==> src/rtl/i2cbs_pkg.sv <==
// ----------------------------------------------------------------------------
// i2cbs_pkg
// Shared types and constants of the I2C master bit sequencer.
// ----------------------------------------------------------------------------
package i2cbs_pkg;

  localparam int unsigned NumBusesDef = 4;
  localparam int unsigned BusIdxW     = 4;
  localparam int unsigned ByteW       = 8;
  localparam int unsigned BitCntW     = 4;
  localparam int unsigned PhaseW      = 2;
  localparam int unsigned PollW       = 9;
  localparam int unsigned ApbAddrW    = 3;
  localparam int unsigned ApbDataW    = 32;

  localparam logic [PollW-1:0]   PollLimitRst  = 9'd256;
  localparam logic [BitCntW-1:0] BitsPerByte   = 4'd8;
  localparam logic [BitCntW-1:0] LastBitIdx    = 4'd7;
  // register index, taken from paddr[2]
  localparam logic               RegAckPollLim = 1'b0;

  // command codes; the idle code doubles as the tick mode of an input item
  typedef enum logic [2:0] {
    CmdIdle  = 3'd0,
    CmdStart = 3'd1,
    CmdStop  = 3'd2,
    CmdWait  = 3'd3,
    CmdAck   = 3'd4,
    CmdNack  = 3'd5,
    CmdWrite = 3'd6,
    CmdRead  = 3'd7
  } cmd_e;

  typedef enum logic [1:0] {
    StatOk      = 2'd0,
    StatBusy    = 2'd1,
    StatBadBus  = 2'd2,
    StatUnused  = 2'd3
  } status_e;

  typedef struct packed {
    logic scl;
    logic sda;
  } lines_t;

  typedef struct packed {
    cmd_e               kind;
    logic [PhaseW-1:0]  phase;
    logic [BitCntW-1:0] bit_cnt;
    logic [ByteW-1:0]   shreg;
    logic [PollW-1:0]   poll_cnt;
    logic [BusIdxW-1:0] active_bus;
  } seq_state_t;

  typedef struct packed {
    cmd_e               mode;
    logic [BusIdxW-1:0] bus_index;
    logic [ByteW-1:0]   write_byte;
    logic               sda_sample;
  } item_t;

  typedef struct packed {
    status_e            status;
    logic               ack_seen;
    logic [ByteW-1:0]   read_byte;
    logic               done;
    logic               busy;
    logic [BusIdxW-1:0] driven_bus;
    lines_t             lines;
  } result_t;

endpackage

==> src/rtl/i2cbs_step.sv <==
// ----------------------------------------------------------------------------
// i2cbs_step
// Next-state and result logic for one item: command decode and phase steps.
// ----------------------------------------------------------------------------
module i2cbs_step import i2cbs_pkg::*; #(
  parameter int unsigned NUM_BUSES = NumBusesDef
) (
  input  seq_state_t         state_i,
  input  item_t              item_i,
  input  logic [PollW-1:0]   poll_limit_i,
  input  lines_t             lines_rd_i,
  output logic [BusIdxW-1:0] rd_bus_o,
  output seq_state_t         state_o,
  output lines_t             lines_wr_o,
  output result_t            result_o
);

  seq_state_t         nxt;
  lines_t             lv;
  logic               fin;
  logic               accept;
  logic               bad_bus;
  logic [PollW-1:0]   lim;
  logic [PollW-1:0]   poll_inc;
  logic [BitCntW-1:0] bc_inc;
  logic [ByteW-1:0]   sh_shift;

  assign bad_bus  = {1'b0, item_i.bus_index} >= (BusIdxW+1)'(NUM_BUSES);
  assign accept   = (item_i.mode != CmdIdle) && !bad_bus && (state_i.kind == CmdIdle);
  assign rd_bus_o = accept ? item_i.bus_index : state_i.active_bus;
  assign lim      = (poll_limit_i == '0) ? PollW'(1) : poll_limit_i;
  assign poll_inc = state_i.poll_cnt + PollW'(1);
  assign bc_inc   = state_i.bit_cnt + BitCntW'(1);
  assign sh_shift = {state_i.shreg[ByteW-2:0], 1'b0};

  always_comb begin
    nxt = state_i;
    lv  = lines_rd_i;
    fin = 1'b0;
    result_o = '0;
    result_o.status = StatOk;
    if (item_i.mode == CmdIdle) begin
      if (state_i.kind != CmdIdle) begin
        case (state_i.kind) inside
          CmdStart, CmdStop, CmdAck, CmdNack: begin
            if (state_i.phase == PhaseW'(0)) begin
              if (state_i.kind == CmdStart) lv.sda = 1'b0;
              else                          lv.scl = 1'b1;
              nxt.phase = PhaseW'(1);
            end else if (state_i.phase == PhaseW'(1)) begin
              if (state_i.kind == CmdStop) lv.sda = 1'b1;
              else                         lv.scl = 1'b0;
              nxt.phase = PhaseW'(2);
            end else begin
              if (state_i.kind == CmdAck) lv.sda = 1'b1;
              fin = 1'b1;
            end
          end
          CmdWait: begin
            if (state_i.phase == PhaseW'(0)) begin
              nxt.phase = PhaseW'(1);
            end else if (state_i.phase == PhaseW'(1)) begin
              if (!item_i.sda_sample) begin
                nxt.shreg = ByteW'(1);
                lv.scl    = 1'b0;
                nxt.phase = PhaseW'(2);
              end else begin
                nxt.poll_cnt = poll_inc;
                if (poll_inc >= lim) begin
                  lv.scl    = 1'b0;
                  nxt.phase = PhaseW'(2);
                end
              end
            end else begin
              fin = 1'b1;
            end
          end
          CmdWrite: begin
            case (state_i.phase)
              PhaseW'(0): begin
                lv.scl    = 1'b1;
                nxt.phase = PhaseW'(1);
              end
              PhaseW'(1): begin
                lv.scl    = 1'b0;
                nxt.phase = PhaseW'(2);
              end
              PhaseW'(2): begin
                // release sda for the acknowledge after the last bit
                if (state_i.bit_cnt == LastBitIdx) lv.sda = 1'b1;
                nxt.phase = PhaseW'(3);
              end
              default: begin
                nxt.bit_cnt = bc_inc;
                nxt.shreg   = sh_shift;
                if (bc_inc >= BitsPerByte) begin
                  fin = 1'b1;
                end else begin
                  lv.sda    = sh_shift[ByteW-1];
                  nxt.phase = PhaseW'(0);
                end
              end
            endcase
          end
          CmdRead: begin
            if (state_i.phase == PhaseW'(0)) begin
              nxt.shreg = {state_i.shreg[ByteW-2:0], item_i.sda_sample};
              nxt.phase = PhaseW'(1);
            end else if (state_i.phase == PhaseW'(1)) begin
              lv.scl    = 1'b0;
              nxt.phase = PhaseW'(2);
            end else begin
              nxt.bit_cnt = bc_inc;
              if (bc_inc >= BitsPerByte) begin
                fin = 1'b1;
              end else begin
                lv.scl    = 1'b1;
                nxt.phase = PhaseW'(0);
              end
            end
          end
          default: ;
        endcase
        if (fin) begin
          result_o.done = 1'b1;
          if (state_i.kind == CmdRead) result_o.read_byte = nxt.shreg;
          if (state_i.kind == CmdWait) result_o.ack_seen  = nxt.shreg[0];
          nxt.kind  = CmdIdle;
          nxt.phase = '0;
        end
      end
    end else if (bad_bus) begin
      result_o.status = StatBadBus;
    end else if (state_i.kind != CmdIdle) begin
      result_o.status = StatBusy;
    end else begin
      nxt.active_bus = item_i.bus_index;
      nxt.kind       = item_i.mode;
      nxt.phase      = '0;
      nxt.bit_cnt    = '0;
      nxt.shreg      = '0;
      nxt.poll_cnt   = '0;
      case (item_i.mode) inside
        CmdStart, CmdWait: lv = '{scl: 1'b1, sda: 1'b1};
        CmdStop, CmdAck:   lv.sda = 1'b0;
        CmdNack:           lv.sda = 1'b1;
        CmdWrite: begin
          nxt.shreg = item_i.write_byte;
          lv.sda    = item_i.write_byte[ByteW-1];
        end
        default:           lv.scl = 1'b1;
      endcase
    end
    result_o.lines      = lv;
    result_o.driven_bus = nxt.active_bus;
    result_o.busy       = (nxt.kind != CmdIdle);
  end

  assign state_o    = nxt;
  assign lines_wr_o = lv;

endmodule

==> src/rtl/i2c_master_bit_sequencer.sv <==
// ----------------------------------------------------------------------------
// i2c_master_bit_sequencer
// Multi-bus I2C master line sequencer driven by command and tick items.
// ----------------------------------------------------------------------------
// Usage: each input item on the s_axis channel is a command (start, stop,
// wait-ack, ack, nack, write byte, read byte) for one bus, or a tick that
// ends one delay period and carries the SDA level sampled in it. Every
// input item yields exactly one result item on m_axis with the SCL/SDA
// levels of the driven bus, busy/done flags, the read byte, the
// acknowledge flag and a status code.
// An item is captured in the input register, its step is computed and
// stored in the output register. One item is taken per cycle unless
// m_axis_tready stalls the output; the limit is the state update of the
// phase sequencer between the two registers.
// When m_axis_tready is low the output register holds its item and the
// input register still takes one more item before s_axis_tready drops.
// Reset releases both lines of every bus, makes the sequencer idle and
// sets ack_poll_limit to 256. The APB port writes ack_poll_limit at
// address 0; it is meant to be written while no command is in progress.
// ----------------------------------------------------------------------------
module i2c_master_bit_sequencer import i2cbs_pkg::*; #(
  parameter int unsigned NUM_BUSES = NumBusesDef
) (
  input  logic                clk_i,
  input  logic                rst_ni,
  input  logic                s_axis_tvalid,
  output logic                s_axis_tready,
  // bus_index[3:0], write_byte[11:4], sda_sample[12], zero[15:13]
  input  logic [15:0]         s_axis_tdata,
  // mode[2:0]
  input  logic [2:0]          s_axis_tuser,
  output logic                m_axis_tvalid,
  input  logic                m_axis_tready,
  // scl_level[0], sda_level[1], driven_bus[5:2], busy_res[6], done_res[7],
  // read_byte[15:8], ack_seen[16], status[18:17], zero[23:19]
  output logic [23:0]         m_axis_tdata,
  input  logic                psel,
  input  logic                penable,
  input  logic                pwrite,
  input  logic [ApbAddrW-1:0] paddr,
  input  logic [ApbDataW-1:0] pwdata,
  output logic [ApbDataW-1:0] prdata,
  output logic                pready
);

  localparam int unsigned BusW = (NUM_BUSES > 1) ? $clog2(NUM_BUSES) : 1;

  logic               in_valid_q;
  item_t              item_q;
  logic               out_valid_q;
  result_t            res_q;
  logic               adv;
  logic               cfg_wr;
  logic [PollW-1:0]   poll_limit_q;
  seq_state_t         state_q;
  seq_state_t         state_d;
  lines_t             lines_q [NUM_BUSES];
  lines_t             lines_rd;
  lines_t             lines_wr;
  logic [BusIdxW-1:0] rd_bus;
  result_t            res_d;

  assign adv           = in_valid_q && (!out_valid_q || m_axis_tready);
  assign s_axis_tready = !in_valid_q || adv;

  always_ff @(posedge clk_i or negedge rst_ni) begin
    if (!rst_ni) begin
      in_valid_q <= 1'b0;
    end else if (s_axis_tready) begin
      in_valid_q <= s_axis_tvalid;
    end
  end

  always_ff @(posedge clk_i) begin
    if (s_axis_tvalid && s_axis_tready) begin
      item_q.mode       <= cmd_e'(s_axis_tuser);
      item_q.bus_index  <= s_axis_tdata[3:0];
      item_q.write_byte <= s_axis_tdata[11:4];
      item_q.sda_sample <= s_axis_tdata[12];
    end
  end

  // configuration
  assign cfg_wr = psel && penable && pwrite && pready && (paddr[2] == RegAckPollLim);
  assign pready = 1'b1;
  assign prdata = (paddr[2] == RegAckPollLim) ? ApbDataW'(poll_limit_q) : '0;

  always_ff @(posedge clk_i or negedge rst_ni) begin
    if (!rst_ni) begin
      poll_limit_q <= PollLimitRst;
    end else if (cfg_wr) begin
      poll_limit_q <= pwdata[PollW-1:0];
    end
  end

  assign lines_rd = lines_q[rd_bus[BusW-1:0]];

  i2cbs_step #(
    .NUM_BUSES (NUM_BUSES)
  ) u_step (
    .state_i      (state_q),
    .item_i       (item_q),
    .poll_limit_i (poll_limit_q),
    .lines_rd_i   (lines_rd),
    .rd_bus_o     (rd_bus),
    .state_o      (state_d),
    .lines_wr_o   (lines_wr),
    .result_o     (res_d)
  );

  always_ff @(posedge clk_i or negedge rst_ni) begin
    if (!rst_ni) begin
      state_q <= '0;
      for (int i = 0; i < int'(NUM_BUSES); i++) begin
        lines_q[i] <= '{scl: 1'b1, sda: 1'b1};
      end
    end else if (adv) begin
      state_q                   <= state_d;
      lines_q[rd_bus[BusW-1:0]] <= lines_wr;
    end
  end

  always_ff @(posedge clk_i or negedge rst_ni) begin
    if (!rst_ni) begin
      out_valid_q <= 1'b0;
    end else if (!out_valid_q || m_axis_tready) begin
      out_valid_q <= in_valid_q;
    end
  end

  always_ff @(posedge clk_i) begin
    if (adv) begin
      res_q <= res_d;
    end
  end

  assign m_axis_tvalid = out_valid_q;
  assign m_axis_tdata  = {5'b0, res_q.status, res_q.ack_seen, res_q.read_byte, res_q.done,
                          res_q.busy, res_q.driven_bus, res_q.lines.sda, res_q.lines.scl};

  // a finished command never reports busy in the same item
  a_done_not_busy: assert property (@(posedge clk_i) disable iff (!rst_ni)
    out_valid_q && res_q.done |-> !res_q.busy)
    else $error("done reported together with busy");

  // rejected items never finish a command
  a_reject_no_done: assert property (@(posedge clk_i) disable iff (!rst_ni)
    out_valid_q && (res_q.status != StatOk) |-> !res_q.done && !res_q.ack_seen)
    else $error("rejected item reports completion");

  // idle sequencer always rests at phase zero
  a_idle_phase: assert property (@(posedge clk_i) disable iff (!rst_ni)
    (state_q.kind == CmdIdle) |-> (state_q.phase == '0))
    else $error("idle with nonzero phase");

  // bit counter never passes a full byte
  a_bit_cnt: assert property (@(posedge clk_i) disable iff (!rst_ni)
    state_q.bit_cnt <= BitsPerByte)
    else $error("bit counter out of range");

  // driven bus stays in range
  a_bus_range: assert property (@(posedge clk_i) disable iff (!rst_ni)
    adv |=> ({1'b0, state_q.active_bus} < (BusIdxW+1)'(NUM_BUSES)))
    else $error("active bus out of range");

endmodule

==> config.mk <==
export PLATFORM = sky130hd
export DESIGN_NAME = i2c_master_bit_sequencer
export DESIGN_NICKNAME = d
export VERILOG_FILES = /design/src/rtl/i2cbs_pkg.sv /design/src/rtl/i2cbs_step.sv /design/src/rtl/i2c_master_bit_sequencer.sv
export SDC_FILE = /design/constraint.sdc
export NUM_CORES = 1
export LEC_CHECK = 0
export ABC_AREA = 1
export BUFFER_PORTS_ARGS = -buffer_cell sky130_fd_sc_hd__buf_2
export CAP_MARGIN = 20
export CORE_MARGIN = 3
export CORE_UTILIZATION = 51
export CTS_BUF_LIST = sky130_fd_sc_hd__clkbuf_2 sky130_fd_sc_hd__clkbuf_4 sky130_fd_sc_hd__clkbuf_8
export CTS_CLUSTER_SIZE = 20
export DETAILED_ROUTE_END_ITERATION = 8
export PLACE_DENSITY = 0.78
export SETUP_SLACK_MARGIN = 0.15
export SKIP_CTS_REPAIR_TIMING = 1
export SLEW_MARGIN = 30
export SYNTH_ARGS = -nofsm -noshare
export SYNTH_HDL_FRONTEND = slang
export SYNTH_SLANG_ARGS = --single-unit
==> constraint.sdc <==
create_clock -name clk_i -period 2.54 [get_ports clk_i]
set_input_delay 0.508 -clock clk_i [delete_from_list [all_inputs] [get_ports clk_i]]
set_output_delay 0.508 -clock clk_i [all_outputs]
set_load 0.05 [all_outputs]
==> metrics.txt, run 1 <==
clk slew on worst S/H paths=roughly 0.080 ns; Boundary Pins=120; Met3 Routed Length=between 800 and 900 um; worst slew slack as a fraction of its limit=0.5839; Area after DPL=5480 um^2; count of max-cap constraint violations=0; buffers added on ports=62; sequential share of the synthesized area=0.4562; Post-Syn Instances=between 500 and 600; worst-case setup margin in the final layout=-0.1859 ns; number of nets at the end of the flow=about 770; non-filler cells in the finished layout=about 830; post-detail-place hpwl=between 8 and 9 mm; Worst Setup End Kind=register; initial core utilization=0.5328; worst slack after detailed placement=-0.08486 ns; DR vias=between 4000 and 5000; final routed wire length divided by cell count=around 14 um; failing checks=negative setup slack; unique cell type count in the Yosys netlist=50; Die Outline Area=11060 um^2; number of enable flip-flop cells after synthesis=35; Total Power Consumption=approximately 5.2 mW; max-slew violation total from the final report=0; WP data required=2.79 ns; number of diodes added for antenna fixing=0; worst slew pin tran=0.6223 ns; placer congestion estimate=between 0.9 and 1; post-layout utilization of the core=0.6312; total CTS buffers=9; number of warning messages in the yosys log=0; CTS max path bufs=2; worst setup skew after layout=approximately 0.0084 ns; Peak Freq=around 370 MHz; total area of multi-input combinational cells=between 2000 and 2500 um^2; FILL cells=between 700 and 800; critical path arrival=approximately 3.0 ns; shortest clock period the worst path allows after layout=2.726 ns; cell leakage power=roughly 2.8 nW; largest net degree at the start of global routing=27; Routed Antenna Nets=0; longest individual stage delay on the worst path=0.38 ns; average cell area after synthesis=between 8 and 9 um^2; master of the slowest instance on the critical path=sky130_fd_sc_hd__dfrtp_1; summed instance area of the synthesized netlist=roughly 5000 um^2; DRC viols=0; fraction of layout cells with a size suffix above 1=0.2665; total wire length after detailed routing=around 12 mm; Max Used Layer=met4; number of synthesized register bits=84; cell repeated most along the worst path=sky130_fd_sc_hd__nand4_1; share of the clock period used by the worst path after layout=1.073; routed metal-1 wire length=~4.8 mm; std cell rows=35; clock tree from TritonCTS=done; number of DRC markers in iteration 0=roughly 300; R2R cell count=14; GRT Overall Usage=0.2035; DP Cell Count=between 700 and 800; Async SR Flop Fraction=0.5833; maximum fanout along the worst path=4; CP Cell Sequence=buf_4 > nand3_1 > nand3b_1 > nand3b_1 > xor2_1 > inv_1 > ha_2 > nand4_1 > nor3b_2 > nor3_2 > nand4_1 > nand4_1 > nand2_1 > o21ai_1; category of the most critical setup path=reg2reg; number of global-route vias before repair=3939; signed area change from the synthesized netlist to the final layout=18.48%; final hold slack=0.1395 ns; detail-routed via count per cell=about 5.2; remaining global-route overflow=0; cell area power density=882.9 nW/um^2; run status=complete, but fails checks; endpoints failing hold=0; IR drop worst, VDD=about 500 uV; path class of the lowest-slack min-delay path=in2async; root buffer selected by CTS=sky130_fd_sc_hd__clkbuf_8; unrepaired setup endpoints after global routing=yes; setup TNS=-0.3997 ns; H-tree depth=3; first-pass GRT wire length=18.43 mm; Pre-antenna DRT Iters=5; detailed-routed wire length on met2=5.661 mm; most used flip-flop cell after synthesis=sky130_fd_sc_hd__dfrtp_1; Clock Sinks=84; horizontal die dimension=around 110 um; post-layout instance area=between 5000 and 6000 um^2; nature of the critical path startpoint=register; clock latency reported for the late side of the worst-skew pair=between 0.3 and 0.4 ns; initial antenna violation count=0; area used by sequential logic in the layout=2292 um^2; Die Height=around 110 um; area of the core=roughly 9400 um^2; final setup vio count=3
registers in the layout, summed over array words and instances, names as in the netlist:
register,flops
state_q,30
m_axis_tdata,19
lines_q,8
m_axis_tvalid,1
poll_limit_q,9
item_q,16
in_valid_q,1
cells in the mapped netlist, types with 2 or more instances:
cell type	count	area (um^2)
sky130_fd_sc_hd__xor2_1	7	61.31
sky130_fd_sc_hd__edfxtp_1	35	1051
sky130_fd_sc_hd__a31oi_1	7	43.79
sky130_fd_sc_hd__conb_1	2	7.510
sky130_fd_sc_hd__nor2_1	71	266.5
sky130_fd_sc_hd__o21ai_1	5	25.02
sky130_fd_sc_hd__dfrtp_1	40	1001
sky130_fd_sc_hd__nor3_1	7	35.03
sky130_fd_sc_hd__ha_1	18	225.2
sky130_fd_sc_hd__inv_2	8	30.03
sky130_fd_sc_hd__nand3_2	4	40.04
sky130_fd_sc_hd__o21a_1	6	45.04
sky130_fd_sc_hd__o2111ai_1	2	17.52
sky130_fd_sc_hd__o21ai_0	26	130.1
sky130_fd_sc_hd__or2_1	2	12.51
sky130_fd_sc_hd__nand3b_1	4	30.03
sky130_fd_sc_hd__buf_4	29	217.7
sky130_fd_sc_hd__dfstp_2	9	236.5
sky130_fd_sc_hd__a21oi_1	20	100.1
sky130_fd_sc_hd__o41ai_1	2	17.52
sky130_fd_sc_hd__nand2_2	10	62.56
sky130_fd_sc_hd__nand4_1	9	56.30
sky130_fd_sc_hd__nand2_4	3	33.78
sky130_fd_sc_hd__inv_1	72	270.3
sky130_fd_sc_hd__nand3_4	2	35.03
sky130_fd_sc_hd__nor2_4	3	33.78
sky130_fd_sc_hd__nor3_4	4	65.06
sky130_fd_sc_hd__inv_4	2	12.51
sky130_fd_sc_hd__nor2_2	3	18.77
sky130_fd_sc_hd__nand3_1	33	165.2
sky130_fd_sc_hd__clkbuf_1	3	11.26
sky130_fd_sc_hd__o211ai_1	2	15.01
sky130_fd_sc_hd__nand2_1	131	491.7
worst max-delay path: cells and delay by family (launching register included):
| family | cells | cell delay, ns |
|---|---|---|
| AND/OR/NAND/NOR | 9 | 1.44 |
| XOR/XNOR | 1 | 0.19 |
| AO/OA/AOI/OAI | 1 | 0.07 |
| adder cells (fa/ha/maj) | 1 | 0.37 |
| flip-flops | 1 | 0.38 |
| buffers and inverters | 2 | 0.19 |
final cells by class:
type,instances,area share
Tap cell,129,0.02716
Inverter,83,0.05368
Clock inverter,5,0.008842
Sequential cell,84,0.3857
Multi-Input combinational cell,425,0.4105
Clock buffer,11,0.02442
Timing Repair Buffer,90,0.08968
per-layer routing:
metal  up-vias  global-route usage
met4         0             0.07779
met3        34             0.04077
li1       2106                   -
met2       199              0.3368
met1      1997              0.2631
met5         -                   0
power by group:
group          internal, mW  total [mW]  switching (mW)
clock network         0.486       0.965           0.479
logic                 0.716        2.31            1.59
registers              1.76        1.98           0.216
cells in the final DEF (no fill, tap or decap), types with 6 or more instances in the layout:
cell and count:
sky130_fd_sc_hd__dfrtp_1 37, sky130_fd_sc_hd__nand2_2 14, sky130_fd_sc_hd__buf_2 62, sky130_fd_sc_hd__inv_2 11, sky130_fd_sc_hd__buf_4 27, sky130_fd_sc_hd__ha_1 11, sky130_fd_sc_hd__nor2_1 69, sky130_fd_sc_hd__nand3_1 32
sky130_fd_sc_hd__inv_1 68, sky130_fd_sc_hd__o21ai_0 26, sky130_fd_sc_hd__clkbuf_8 10, sky130_fd_sc_hd__edfxtp_1 35, sky130_fd_sc_hd__conb_1 29, sky130_fd_sc_hd__nand2_1 126, sky130_fd_sc_hd__a31oi_1 7, sky130_fd_sc_hd__o21a_1 6
sky130_fd_sc_hd__a21oi_1 19, sky130_fd_sc_hd__dfstp_2 9, sky130_fd_sc_hd__nand4_1 9, sky130_fd_sc_hd__nor3_1 6
worst paths after layout:
kind | startpoint | to | slack [ns]
min reg2reg | lines_q[4] | lines_q[4] | 0.47
max in group asynchronous | rst_ni | lines_q[6] | 1.78
max | state_q[4] | state_q[26] | -0.19
max reg2reg | state_q[4] | state_q[26] | -0.19
min in group clk_i | s_axis_tdata[9] | item_q[6] | 0.33
min | rst_ni | state_q[7] | 0.14
logic make-up after synthesis:
group                      share of synthesized area
AOI/OAI and AO/OA                            0.09778
and+or+nand+nor                               0.2776
adders and majority gates                    0.04490
DFF                                           0.4562
xor gates and xnor gates                     0.01222
buffers and inverters                         0.1098
other                                       0.001497
(Power assumes the default switching activity.)
==> run 2, diff against run 1 <==
Settings changed: PLACE_DENSITY 0.78 to 0.76, SYNTH_HIERARCHICAL set to 1.
==> run 2 against run 1 <==
- the flow still finishes with violations (negative setup slack)
- core utilization down 1.3 points
- power increased by 9.7%
- critical path type unchanged
- fmax up 1.7%
- design area up 8.9%
- synthesized area rose by 11%
- cell count increased by 9.8%
- via count is 8.8% higher
- largest cell class unchanged
- wire length rose by 9.6%
- sequential power is 2% lower
==> metrics.txt, run 2 <==
cell family with the largest share of critical-path delay=simple AND/OR/NAND/NOR gates; worst slack after detailed placement=-0.06657 ns (+0.01829 ns); endpoints failing hold=0 (unchanged); post-detail-place hpwl=9.513 mm (+15%); first-pass GRT wire length=20.58 mm (+12%); Peak Freq=373.1 MHz (+1.7%); run status=complete, but fails checks; signed area change from the synthesized netlist to the final layout=16.57%; detail-routed via count per cell=5.194 (-0.94%); std cell rows=37 (+5.7%); summed instance area of the synthesized netlist=5552 um^2 (+11%); area of the core=10460 um^2 (+11%); Worst Setup End Kind=register; path class of the lowest-slack min-delay path=in2async; largest net degree at the start of global routing=35 (+30%); most common library cell in the layout ignoring fill and taps=sky130_fd_sc_hd__nand2_1; DR vias=4716 (+8.8%); Clock Sinks=84 (unchanged); worst setup skew after layout=0.009521 ns (+0.001082 ns); buffers added on ports=62 (unchanged); clock latency reported for the late side of the worst-skew pair=0.36 ns (about the same); cell area power density=889.3 nW/um^2 (+0.72%); Boundary Pins=120 (unchanged); final routed wire length divided by cell count=14.04 um (-0.18%); clock tree from TritonCTS=done; master of the slowest instance on the critical path=sky130_fd_sc_hd__dfrtp_1; root buffer selected by CTS=sky130_fd_sc_hd__clkbuf_8; count of max-cap constraint violations=0 (unchanged); CP Cell Sequence=ha_2 > nand2_2 > nor3_4 > and3_4 > xor2_2 > ha_1 > nand2_2 > o21bai_1 > nand2_1 > nor2_1 > nand2_1 > nand3_2 > nand3_2 > o21ai_1 > nand2_1 > nand2_4 > nand4_1 > nand2_1; initial antenna violation count=0 (unchanged); number of nets at the end of the flow=843 (+9.2%); longest individual stage delay on the worst path=0.38 ns (about the same); final setup vio count=12 (+9); critical path arrival=2.99 ns (+0.02 ns); Die Outline Area=12170 um^2 (+10%); Routed Antenna Nets=0 (unchanged); remaining global-route overflow=0 (unchanged); max-slew violation total from the final report=0 (unchanged); GRT Overall Usage=0.2166 (+0.01316); nature of the critical path startpoint=register; worst-case setup margin in the final layout=-0.1399 ns (+0.04602 ns); fraction of layout cells with a size suffix above 1=0.3277 (+0.06124); number of warning messages in the yosys log=6 (+6); IR drop worst, VDD=570.5 uV (+15%); shortest clock period the worst path allows after layout=2.680 ns (-0.04602 ns); clk slew on worst S/H paths=0.09 ns (about the same); buffers plus inverters on the worst setup path=0 (-2); worst slew slack as a fraction of its limit=0.5025 (-0.08135); H-tree depth=3 (unchanged); average cell area after synthesis=8.274 um^2 (-1.4%); failing checks=negative setup slack; total CTS buffers=9 (unchanged); DRC viols=0 (unchanged); total wire length after detailed routing=12.75 mm (+9.6%); number of global-route vias before repair=4436 (+13%); worst slew pin tran=0.7454 ns (+0.1231 ns); share of the clock period used by the worst path after layout=1.055 (-0.01812); register ranked first by flip-flop count=state_q; WP data required=2.85 ns (+0.06 ns); number of flip-flops under the largest register name=30 (unchanged); number of DRC markers in iteration 0=344 (+12%); initial core utilization=0.5306 (-0.002143); maximum fanout along the worst path=5 (+1); Die Height=110.3 um (+4.9%); post-layout utilization of the core=0.6185 (-0.01272); Area after DPL=6175 um^2 (+13%); cell leakage power=3.374 nW (+20%); top library cells by usage in the layout, fill and taps aside=sky130_fd_sc_hd__nand2_1, sky130_fd_sc_hd__buf_2, sky130_fd_sc_hd__inv_1; category of the most critical setup path=reg2reg; number of diodes added for antenna fixing=0 (unchanged); CTS max path bufs=2 (unchanged); post-layout instance area=6471 um^2 (+8.9%); FILL cells=914 (+20%); unrepaired setup endpoints after global routing=yes; horizontal die dimension=110.3 um (+4.9%); cell repeated most along the worst path=sky130_fd_sc_hd__nand2_1; R2R cell count=18 (+4); Post-Syn Instances=671 (+12%); path length in cells of the critical path=18 (+4); Pre-antenna DRT Iters=5 (unchanged); placer congestion estimate=0.9376 (+2.2%)
[run 2: final timing paths]
check,start,end,slack [ns]
max,state_q[4],lines_q[5],-0.14
min,rst_ni,state_q[1],0.07
max reg2reg,state_q[4],lines_q[5],-0.14
min reg2reg,lines_q[7],lines_q[7],0.47
max in group asynchronous,rst_ni,lines_q[0],1.81
min in group clk_i,s_axis_tdata[5],item_q[2],0.31
[run 2: metal layers]
layer | vias up | share of wire | track usage
met4 | 0 | 0.019 | 0.07300
met2 | 139 | 0.50 | 0.3631
met3 | 30 | 0.046 | 0.04135
met5 | - | 0 | 0
met1 | 2223 | 0.44 | 0.2822
li1 | 2324 | - | -
[run 2: final cells by class]
cell class,count,area [um^2],share of cell area
timing repair buffer,109,688.2,0.1063
clock buffer,9,123.9,0.01914
inverter,72,279.0,0.04312
tap,136,170.2,0.02630
sequential,84,2288,0.3536
multi-input combinational,491,2823,0.4362
clock inverter,7,98.84,0.01527
[run 2: through the flow]
step	cells	power [mW]	setup TNS, ns	hold WS [ns]
floorplan	698	4.036	-0.04709	0.2124
global placement	889	4.557	-0.2318	0.4520
detailed placement	889	4.626	-0.3661	0.4590
CTS	905	5.709	-0.7080	0.06501
global route	908	6.129	-3.309	0.06780
finish	908	5.755	-0.8486	0.06753
[run 2: power by group]
group	switching, mW	internal [mW]	total [mW]	leakage [nW]
registers	0.194	1.74	1.94	0.967
logic	1.84	0.905	2.74	2.30
clock network	0.514	0.559	1.07	0.110
